--- config.mk ---
export PLATFORM = sky130hd
export DESIGN_NAME = aligned_bump_allocator
export DESIGN_NICKNAME = d
export VERILOG_FILES = /design/src/rtl/aba_pkg.sv /design/src/rtl/aligned_bump_allocator.sv
export SDC_FILE = /design/constraint.sdc
export NUM_CORES = 2
export LEC_CHECK = 0
export BUFFER_PORTS_ARGS = -buffer_cell sky130_fd_sc_hd__buf_2
export CAP_MARGIN = 20
export CORE_MARGIN = 3
export CORE_UTILIZATION = 57
export DETAILED_ROUTE_END_ITERATION = 7
export GPL_ROUTABILITY_DRIVEN = 0
export MAX_ROUTING_LAYER = met4
export PLACE_DENSITY_LB_ADDON = 0.08
export SYNTH_ARGS = -nofsm -noshare
export SYNTH_HDL_FRONTEND = slang
export SYNTH_SLANG_ARGS = --single-unit
--- constraint.sdc ---
create_clock -name clk -period 12.2 [get_ports clk]
set_clock_uncertainty 0.05 [all_clocks]
set_input_delay 1.22 -clock clk [delete_from_list [all_inputs] [get_ports clk]]
set_output_delay 1.22 -clock clk [all_outputs]
set_load 0.02 [all_outputs]
--- src/rtl/aba_pkg.sv ---
// Shared definitions for the aligned bump allocator: field widths, default sizes,
// status codes, register indexes and register reset values.
// No dependencies.
package aba_pkg;

	// default sizing of the pool and slot table
	localparam int DEF_SLOT_COUNT     = 128;
	localparam int DEF_POOL_BYTES     = 4096;
	localparam int DEF_MAX_ITEM_BYTES = 512;

	// word field widths
	localparam int REQ_W    = 10;
	localparam int IDX_W    = 7;
	localparam int STATUS_W = 3;
	localparam int OFF_W    = 13;
	localparam int SLOTS_W  = 8;

	// configuration port
	localparam int CFG_IDX_W  = 2;
	localparam int CFG_DATA_W = 13;
	localparam int ALIGN_W    = 3;
	localparam int LIMIT_W    = 13;
	localparam int GAP_W      = 7;

	localparam logic [CFG_IDX_W-1:0] CFG_ALIGN_LOG2 = 2'd0;
	localparam logic [CFG_IDX_W-1:0] CFG_POOL_LIMIT = 2'd1;
	localparam logic [CFG_IDX_W-1:0] CFG_GAP_BYTES  = 2'd2;

	localparam logic [ALIGN_W-1:0] RST_ALIGN_LOG2 = 3'd2;
	localparam logic [LIMIT_W-1:0] RST_POOL_LIMIT = 13'd4096;
	localparam logic [GAP_W-1:0]   RST_GAP_BYTES  = 7'd0;

	// operation kinds
	localparam logic KIND_ALLOC = 1'b0;
	localparam logic KIND_FREE  = 1'b1;

	typedef enum logic [STATUS_W-1:0] {
		ST_OK      = 3'd0,
		ST_FULL    = 3'd1,
		ST_NOSPACE = 3'd2,
		ST_RANGE   = 3'd3,
		ST_DELETED = 3'd4
	} status_t;

endpackage

--- src/rtl/aligned_bump_allocator.sv ---
// Aligned bump allocator: sequencer, slot table memory and shared pointer arithmetic.
// Depends on aba_pkg.
//
// Use: an input word on in_valid/in_ready is either an allocate (kind 0: request_bytes,
// apply_gap) or a free (kind 1: slot_index). Each input word yields exactly one result
// word on out_valid/out_ready with a status, the placement of a new allocation and the
// allocator state after the item. Registers align_log2, pool_limit and gap_bytes are
// written through cfg_we/cfg_index/cfg_data; the user must write them only while no
// item is in flight, as the block does not enforce it. The block takes one word at a
// time; in_ready is high only while idle. An allocate is accepted, then makes one pass
// through the bump/align/limit adder. A free reads its slot on accept; if it frees the
// tail above slot zero, a walk follows that reads one slot per deleted slot below it,
// plus the live slot it stops on, if any, bound by the single read port of the slot table.
// The result register sits between the sequencer and the output: a new word is
// accepted while the previous result still waits. If the receiver stalls when the
// next result is ready, the sequencer parks in a hold state until the output frees.
// Reset clears the bump pointer, slot count, byte total and loads the register
// defaults (align 4 bytes, limit 4096, no gap). The slot table is not cleared: only
// entries below the slot count are ever used.
module aligned_bump_allocator #(
	parameter int SLOT_COUNT     = aba_pkg::DEF_SLOT_COUNT,
	parameter int POOL_BYTES     = aba_pkg::DEF_POOL_BYTES,
	parameter int MAX_ITEM_BYTES = aba_pkg::DEF_MAX_ITEM_BYTES
) (
	input  logic                            clk,
	input  logic                            arst_n,
	// configuration
	input  logic                            cfg_we,
	input  logic [aba_pkg::CFG_IDX_W-1:0]   cfg_index,
	input  logic [aba_pkg::CFG_DATA_W-1:0]  cfg_data,
	// request channel
	input  logic                            in_valid,
	output logic                            in_ready,
	input  logic                            kind,
	input  logic [aba_pkg::REQ_W-1:0]       request_bytes,
	input  logic                            apply_gap,
	input  logic [aba_pkg::IDX_W-1:0]       slot_index,
	// result channel
	output logic                            out_valid,
	input  logic                            out_ready,
	output logic [aba_pkg::STATUS_W-1:0]    status,
	output logic [aba_pkg::OFF_W-1:0]       placed_offset,
	output logic [aba_pkg::IDX_W-1:0]       placed_slot,
	output logic [aba_pkg::OFF_W-1:0]       bump_after,
	output logic [aba_pkg::OFF_W-1:0]       bytes_in_use,
	output logic [aba_pkg::SLOTS_W-1:0]     slots_in_use
);
	import aba_pkg::*;

	// slot address, slot count and pool pointer widths
	localparam int SLOT_W = $clog2(SLOT_COUNT);
	localparam int CNT_W  = $clog2(SLOT_COUNT + 1);
	localparam int BUMP_W = $clog2(POOL_BYTES + 1);
	// place can reach the pool end plus alignment slack and gap; end adds a request
	localparam int SUM_RAW = $clog2(POOL_BYTES + 1280);
	localparam int XW      = (SUM_RAW > OFF_W) ? SUM_RAW : OFF_W;

	typedef enum logic [4:0] {
		S_IDLE  = 5'b00001,
		S_ALLOC = 5'b00010,
		S_FREE  = 5'b00100,
		S_WALK  = 5'b01000,
		S_RESP  = 5'b10000
	} state_t;

	typedef struct packed {
		logic [BUMP_W-1:0] offset;
		logic [REQ_W-1:0]  size;
		logic              deleted;
	} entry_t;

	// configuration registers
	logic [ALIGN_W-1:0] align_q;
	logic [LIMIT_W-1:0] limit_q;
	logic [GAP_W-1:0]   gap_q;

	// allocator state
	state_t            state_q, state_d;
	logic [BUMP_W-1:0] bump_q, bump_d;
	logic [BUMP_W-1:0] total_q, total_d;
	logic [CNT_W-1:0]  count_q, count_d;

	// latched request word
	logic [REQ_W-1:0]  req_q;
	logic              gap_on_q;
	logic [IDX_W-1:0]  idx_q;

	// slot table
	entry_t            mem [SLOT_COUNT];
	entry_t            rd_q;
	logic              mem_we;
	logic [SLOT_W-1:0] mem_wa;
	logic [SLOT_W-1:0] mem_ra;
	entry_t            mem_wd;

	// result register and parked result
	logic              out_valid_q;
	status_t           out_status_q;
	logic [OFF_W-1:0]  out_off_q;
	logic [IDX_W-1:0]  out_slot_q;
	logic [OFF_W-1:0]  out_bump_q;
	logic [OFF_W-1:0]  out_total_q;
	logic [SLOTS_W-1:0] out_count_q;
	status_t           pend_status_q;
	logic [XW-1:0]     pend_off_q;
	logic [CNT_W-1:0]  pend_slot_q;

	// finishing result from the sequencer
	logic              fin;
	status_t           fin_status;
	logic [XW-1:0]     fin_off;
	logic [CNT_W-1:0]  fin_slot;
	logic              out_free;
	logic              in_fire;

	// shared pointer arithmetic
	logic [XW-1:0] bump_x, mask_x, aligned_x, place_x, end_x, limit_x, pool_x;
	logic [XW-1:0] idx_x, in_idx_x, count_x, total_add_x, tail_end_x;
	logic [CNT_W-1:0] walk_addr;
	logic          full, oversize, fits;

	// result conversion to port widths
	logic [XW-1:0] ld_off_x, ld_slot_x, ld_bump_x, ld_total_x, ld_count_x;
	status_t       ld_status;
	logic          ld_en;

	assign in_ready = (state_q == S_IDLE);
	assign in_fire  = in_valid && in_ready;
	assign out_free = !out_valid_q || out_ready;

	// hold the configuration
	always_ff @(posedge clk or negedge arst_n) begin
		if (!arst_n) begin
			align_q <= RST_ALIGN_LOG2;
			limit_q <= RST_POOL_LIMIT;
			gap_q   <= RST_GAP_BYTES;
		end else if (cfg_we) begin
			case (cfg_index)
				CFG_ALIGN_LOG2: align_q <= cfg_data[ALIGN_W-1:0];
				CFG_POOL_LIMIT: limit_q <= cfg_data[LIMIT_W-1:0];
				CFG_GAP_BYTES:  gap_q   <= cfg_data[GAP_W-1:0];
				default: ;
			endcase
		end
	end

	// round the bump pointer up, add the gap if requested, then the request; clamp the limit to the pool
	assign pool_x      = XW'(POOL_BYTES);
	assign bump_x      = XW'(bump_q);
	assign mask_x      = (XW'(1) << align_q) - XW'(1);
	assign aligned_x   = (bump_x + mask_x) & ~mask_x;
	assign place_x     = aligned_x + (gap_on_q ? XW'(gap_q) : XW'(0));
	assign end_x       = place_x + XW'(req_q);
	assign limit_x     = (XW'(limit_q) > pool_x) ? pool_x : XW'(limit_q);
	assign full        = (count_q == CNT_W'(SLOT_COUNT));
	assign oversize    = (XW'(req_q) > XW'(MAX_ITEM_BYTES));
	assign fits        = (end_x <= limit_x);
	assign total_add_x = XW'(total_q) + XW'(req_q);
	assign tail_end_x  = XW'(rd_q.offset) + XW'(rd_q.size);
	assign idx_x       = XW'(idx_q);
	assign in_idx_x    = XW'(slot_index);
	assign count_x     = XW'(count_q);
	assign walk_addr   = count_d - CNT_W'(1);

	// sequencer
	always_comb begin
		state_d    = state_q;
		bump_d     = bump_q;
		total_d    = total_q;
		count_d    = count_q;
		mem_we     = 1'b0;
		mem_wa     = count_q[SLOT_W-1:0];
		mem_wd     = rd_q;
		fin        = 1'b0;
		fin_status = ST_OK;
		fin_off    = '0;
		fin_slot   = '0;
		case (state_q)
			S_IDLE: begin
				if (in_valid) begin
					state_d = (kind == KIND_FREE) ? S_FREE : S_ALLOC;
				end
			end
			S_ALLOC: begin
				fin = 1'b1;
				if (full) begin
					fin_status = ST_FULL;
				end else if (oversize || !fits) begin
					fin_status = ST_NOSPACE;
				end else begin
					mem_we         = 1'b1;
					mem_wd.offset  = place_x[BUMP_W-1:0];
					mem_wd.size    = req_q;
					mem_wd.deleted = 1'b0;
					bump_d         = end_x[BUMP_W-1:0];
					total_d        = total_add_x[BUMP_W-1:0];
					count_d        = count_q + CNT_W'(1);
					fin_off        = place_x;
					fin_slot       = count_q;
				end
			end
			S_FREE: begin
				// rd_q holds the entry at idx_q, read on accept
				if (idx_x >= count_x) begin
					fin        = 1'b1;
					fin_status = ST_RANGE;
				end else if (rd_q.deleted) begin
					fin        = 1'b1;
					fin_status = ST_DELETED;
				end else begin
					mem_we         = 1'b1;
					mem_wa         = idx_x[SLOT_W-1:0];
					mem_wd.deleted = 1'b1;
					total_d        = total_q - BUMP_W'(rd_q.size);
					if (idx_x + XW'(1) == count_x) begin
						count_d = idx_x[CNT_W-1:0];
						if (idx_x == XW'(0)) begin
							bump_d = '0;
							fin    = 1'b1;
						end else begin
							state_d = S_WALK;
						end
					end else begin
						fin = 1'b1;
					end
				end
			end
			S_WALK: begin
				// rd_q holds the entry just below count_q
				if (rd_q.deleted) begin
					count_d = count_q - CNT_W'(1);
					if (count_q == CNT_W'(1)) begin
						bump_d = '0;
						fin    = 1'b1;
					end
				end else begin
					bump_d = tail_end_x[BUMP_W-1:0];
					fin    = 1'b1;
				end
			end
			S_RESP: begin
				if (out_free) begin
					state_d = S_IDLE;
				end
			end
			default: begin
				state_d = S_IDLE;
			end
		endcase
		if (fin) begin
			state_d = out_free ? S_IDLE : S_RESP;
		end
	end

	// read on accept for a free, else read below the next slot count for the walk
	assign mem_ra = (state_q == S_IDLE) ? in_idx_x[SLOT_W-1:0] : walk_addr[SLOT_W-1:0];

	always_ff @(posedge clk) begin
		if (mem_we) begin
			mem[mem_wa] <= mem_wd;
		end
		rd_q <= mem[mem_ra];
	end

	always_ff @(posedge clk or negedge arst_n) begin
		if (!arst_n) begin
			state_q <= S_IDLE;
			bump_q  <= '0;
			total_q <= '0;
			count_q <= '0;
		end else begin
			state_q <= state_d;
			bump_q  <= bump_d;
			total_q <= total_d;
			count_q <= count_d;
		end
	end

	// latch the request word and park a finished result the output cannot take
	always_ff @(posedge clk) begin
		if (in_fire) begin
			req_q    <= request_bytes;
			gap_on_q <= apply_gap;
			idx_q    <= slot_index;
		end
		if (fin && !out_free) begin
			pend_status_q <= fin_status;
			pend_off_q    <= fin_off;
			pend_slot_q   <= fin_slot;
		end
	end

	// load the result register straight from the sequencer or from the parked result
	always_comb begin
		ld_en      = 1'b0;
		ld_status  = fin_status;
		ld_off_x   = fin_off;
		ld_slot_x  = XW'(fin_slot);
		ld_bump_x  = XW'(bump_d);
		ld_total_x = XW'(total_d);
		ld_count_x = XW'(count_d);
		if (fin && out_free) begin
			ld_en = 1'b1;
		end else if (state_q == S_RESP && out_free) begin
			ld_en      = 1'b1;
			ld_status  = pend_status_q;
			ld_off_x   = pend_off_q;
			ld_slot_x  = XW'(pend_slot_q);
			ld_bump_x  = XW'(bump_q);
			ld_total_x = XW'(total_q);
			ld_count_x = XW'(count_q);
		end
	end

	always_ff @(posedge clk or negedge arst_n) begin
		if (!arst_n) begin
			out_valid_q <= 1'b0;
		end else if (ld_en) begin
			out_valid_q <= 1'b1;
		end else if (out_ready) begin
			out_valid_q <= 1'b0;
		end
	end

	always_ff @(posedge clk) begin
		if (ld_en) begin
			out_status_q <= ld_status;
			out_off_q    <= ld_off_x[OFF_W-1:0];
			out_slot_q   <= ld_slot_x[IDX_W-1:0];
			out_bump_q   <= ld_bump_x[OFF_W-1:0];
			out_total_q  <= ld_total_x[OFF_W-1:0];
			out_count_q  <= ld_count_x[SLOTS_W-1:0];
		end
	end

	assign out_valid     = out_valid_q;
	assign status        = out_status_q;
	assign placed_offset = out_off_q;
	assign placed_slot   = out_slot_q;
	assign bump_after    = out_bump_q;
	assign bytes_in_use  = out_total_q;
	assign slots_in_use  = out_count_q;

	// the slot count never passes the table size
	a_count_bound: assert property (@(posedge clk) disable iff (!arst_n)
		count_q <= CNT_W'(SLOT_COUNT))
		else $error("slot count above table size");

	// an empty table leaves nothing placed and nothing held
	a_empty_state: assert property (@(posedge clk) disable iff (!arst_n)
		count_q == '0 |-> (bump_q == '0 && total_q == '0))
		else $error("empty table with nonzero bump pointer or byte total");

	// live bytes all lie below the bump pointer
	a_total_bound: assert property (@(posedge clk) disable iff (!arst_n)
		total_q <= bump_q)
		else $error("byte total above bump pointer");

	// an accepted word starts work at once
	a_accept_starts: assert property (@(posedge clk) disable iff (!arst_n)
		in_fire |=> (state_q == S_ALLOC || state_q == S_FREE))
		else $error("accepted word did not start");

	// a result finished against a stalled output is parked
	a_park: assert property (@(posedge clk) disable iff (!arst_n)
		fin && !out_free |=> state_q == S_RESP && out_valid_q)
		else $error("finished result not parked");

endmodule
==> impl_metrics.tcl <==
set metrics [dict create \
    final_layout_size_suffix_gt1_frac 0.1447 \
    post-route-min-period_ns 11.51 \
    insertion_delay_ns 0.97 \
    arrival_ns 12.29 \
    first_pass_iters 7 \
    cts_tree "built" \
    netlist_instances 9568 \
    drtAntennaViolNets 0 \
    final_core_util 0.6449 \
    fmax_mhz 86.87 \
    drc_errors 0 \
    clock_tree.buffer_depth 4 \
    worst_setup_path_end_kind "flop" \
    yosysUniqueCellTypes 111 \
    hp-start "apply_gap" \
    wl_um 414200 \
    grt_util_all_layers 0.3432 \
    postSynth.asyncResetShare 0.01934 \
    antenna_found_initial 25 \
    seq_area_um2 97250 \
    cp-startpoint "align_q[2]" \
    synth_area_leaders "edfxtp_1 (69%), nand2_1 (4.6%), mux4_2 (2.7%)" \
    vias_per_cell 6.710 \
    grt_pass1_wl_um 593100 \
    clk_pin_slew_ns 0.06 \
    multiInputGateArea_um2 37300 \
    cp-start-kind "flop" \
    ios 98 \
    cts_max_level 5 \
    vias 88301 \
    cts_sinks 3257 \
    synth_top_cell_by_area "edfxtp_1" \
    layout_setup_ws_ns 0.6881 \
    start_util 0.5744 \
    std_cell_rows 179 \
    maxCapViolations 0 \
    r2r_setup_slack_ns 0.69 \
    cp_max_fo 45 \
    cts_inserted_buffers 350 \
    cp.required_ns 12.97 \
    drtIter0Drc 13284 \
    slowest_delay_ns 0.73 \
    synth-edff-count 3170 \
    fill_cells 16929 \
    crit_family "compound AO/OA/AOI/OAI gates" \
    crit_buf_inv 6 \
    syn_area_per_cell_um2 14.32 \
    syn_to_final_growth_pct 12.28 \
    min_path_type "primary input to flop" \
    postCtsHoldBufs 0 \
    setup_violations 0 \
    post-place-ws_ns 0.6147 \
    layout.cells.non_filler 13160 \
    io_buffer_count 97 \
    path_common_cell "ha_1" \
    crit_type "flop to flop" \
    grt_pass1_vias 82832 \
    dp_hpwl_um 247200 \
    overflow 0 \
    tightest_slew_ns 1.285 \
    die_w_um 496.3 \
    yosysMostFrequentCell "edfxtp_1" \
    timing.slew.headroom 0.1321 \
    yosys-top-cells-count "edfxtp_1 (3170), nand2_1 (1671), nand3_1 (447)" \
    ys_ff_latch 3257 \
    ys_seq_area_frac 0.7099 \
    die_h_um 496.3 \
    root_buffer "clkbuf_16" \
    coreArea_um2 238500 \
    syn_area_um2 137000 \
    placedCellCount 12530 \
    timing.rr.start "align_q[2]" \
    tns_ns 0 \
    grt_max_degree 142 \
    cpMaxStageDelayCell "o211ai_1" \
    finalHoldViolations 0 \
    fp.dieArea_um2 246300 \
    status "completed" \
    nets 9855 \
    slew_violations 0 \
    fin_crit_sh 0.9436 \
    wl_per_cell_um 31.47 \
    ys.flop_type "edfxtp_1" \
    synth.top_cell.area_share 0.6948 \
    ys_warn_count 0 \
]
-- metrics by stage --
step	cell area, um^2	hold WS [ns]
after global routing	153800	0.3611
final	153800	0.3968
after detailed placement	142800	0.4309
after CTS	153600	0.3272
after global placement	142600	0.4241
after floorplan	137000	0.4107
-- per-layer routing --
metal | track usage | wire [um]
met1 | 0.4973 | 164400
met2 | 0.4825 | 181500
met3 | 0.07507 | 51310
met4 | 0.1234 | 16990
met5 | - | 0
-- cell families after synthesis --
family	after synthesis	synth area share
XOR/XNOR	69	0.004521
other	1	0.00002737
buffers and inverters	779	0.02400
flip-flops	3257	0.7099
adder cells (fa/ha/maj)	92	0.008731
AO/OA/AOI/OAI	1822	0.1001
AND/OR/NAND/NOR	3056	0.1015
multiplexers	492	0.05125
-- placed cells by master (no fill, tap or decap), drive strengths merged, types with 27 or more instances in the layout --
cell type,instances
buf,502
o22ai,50
dfrtp,60
a21o,52
a31oi,105
and3,86
clkinv,130
nor3,139
nand2b,145
nor4,32
a21boi,47
mux2,46
a311o,46
ha,86
inv,84
clkbuf,435
nor2,230
o22a,48
o2111ai,93
o211ai,102
mux4,163
xnor2,47
o221ai,63
nand3,448
edfxtp,3170
a221oi,172
a21oi,235
nand2,1673
a2111oi,46
a22oi,152
and2,196
o21ai,140
bufinv,27
a211oi,226
mux2i,283
a311oi,130
-- state kept, by name (all words and copies together) (netlist names), 8 cells and up --
register and flops:
req_q 10, total_q 13, bump_after 13, limit_q 13, placed_offset 13, mem 3072, slots_in_use 8, pend_off_q 13
bump_q 13, bytes_in_use 13, rd_q 24, count_q 8
-- worst paths after layout --
path | end | depth (start not counted)
setup reg to reg | rd_q[18] | 45
hold reg to reg | total_q[12] | 1
hold / removal | gap_on_q | 1
max in group asynchronous | state_q[2] | 2
min in group asynchronous | gap_q[4] | 2
setup / recovery | rd_q[18] | 45
-- worst register-to-register path: cells and delay by family (launching register included) --
kind            cells  cell delay, ns
compound gates     16            3.62
simple gates       13            2.98
fa+ha+maj           7            2.20
buf+inv             6            1.50
xor+xnor            3            0.56
flops               1            0.49
-- what timing repair did --
action                                  CTS  global route
endpoints found under the setup margin    0            23
buffers inserted                          0             4
gates resized for setup                   0            10
-- layout make-up --
class | count | area share
Antenna cell | 10 | 0.0001627
Clock buffer | 434 | 0.06008
Clock inverter | 177 | 0.01031
Inverter | 78 | 0.001903
Multi-Input combinational cell | 5534 | 0.2425
Sequential cell | 3257 | 0.6322
Tap cell | 3167 | 0.02576
Timing Repair Buffer | 503 | 0.02704
Power is not shown: default switching activity piles up to over one toggle a cycle in this logic, so the estimate is an artifact.
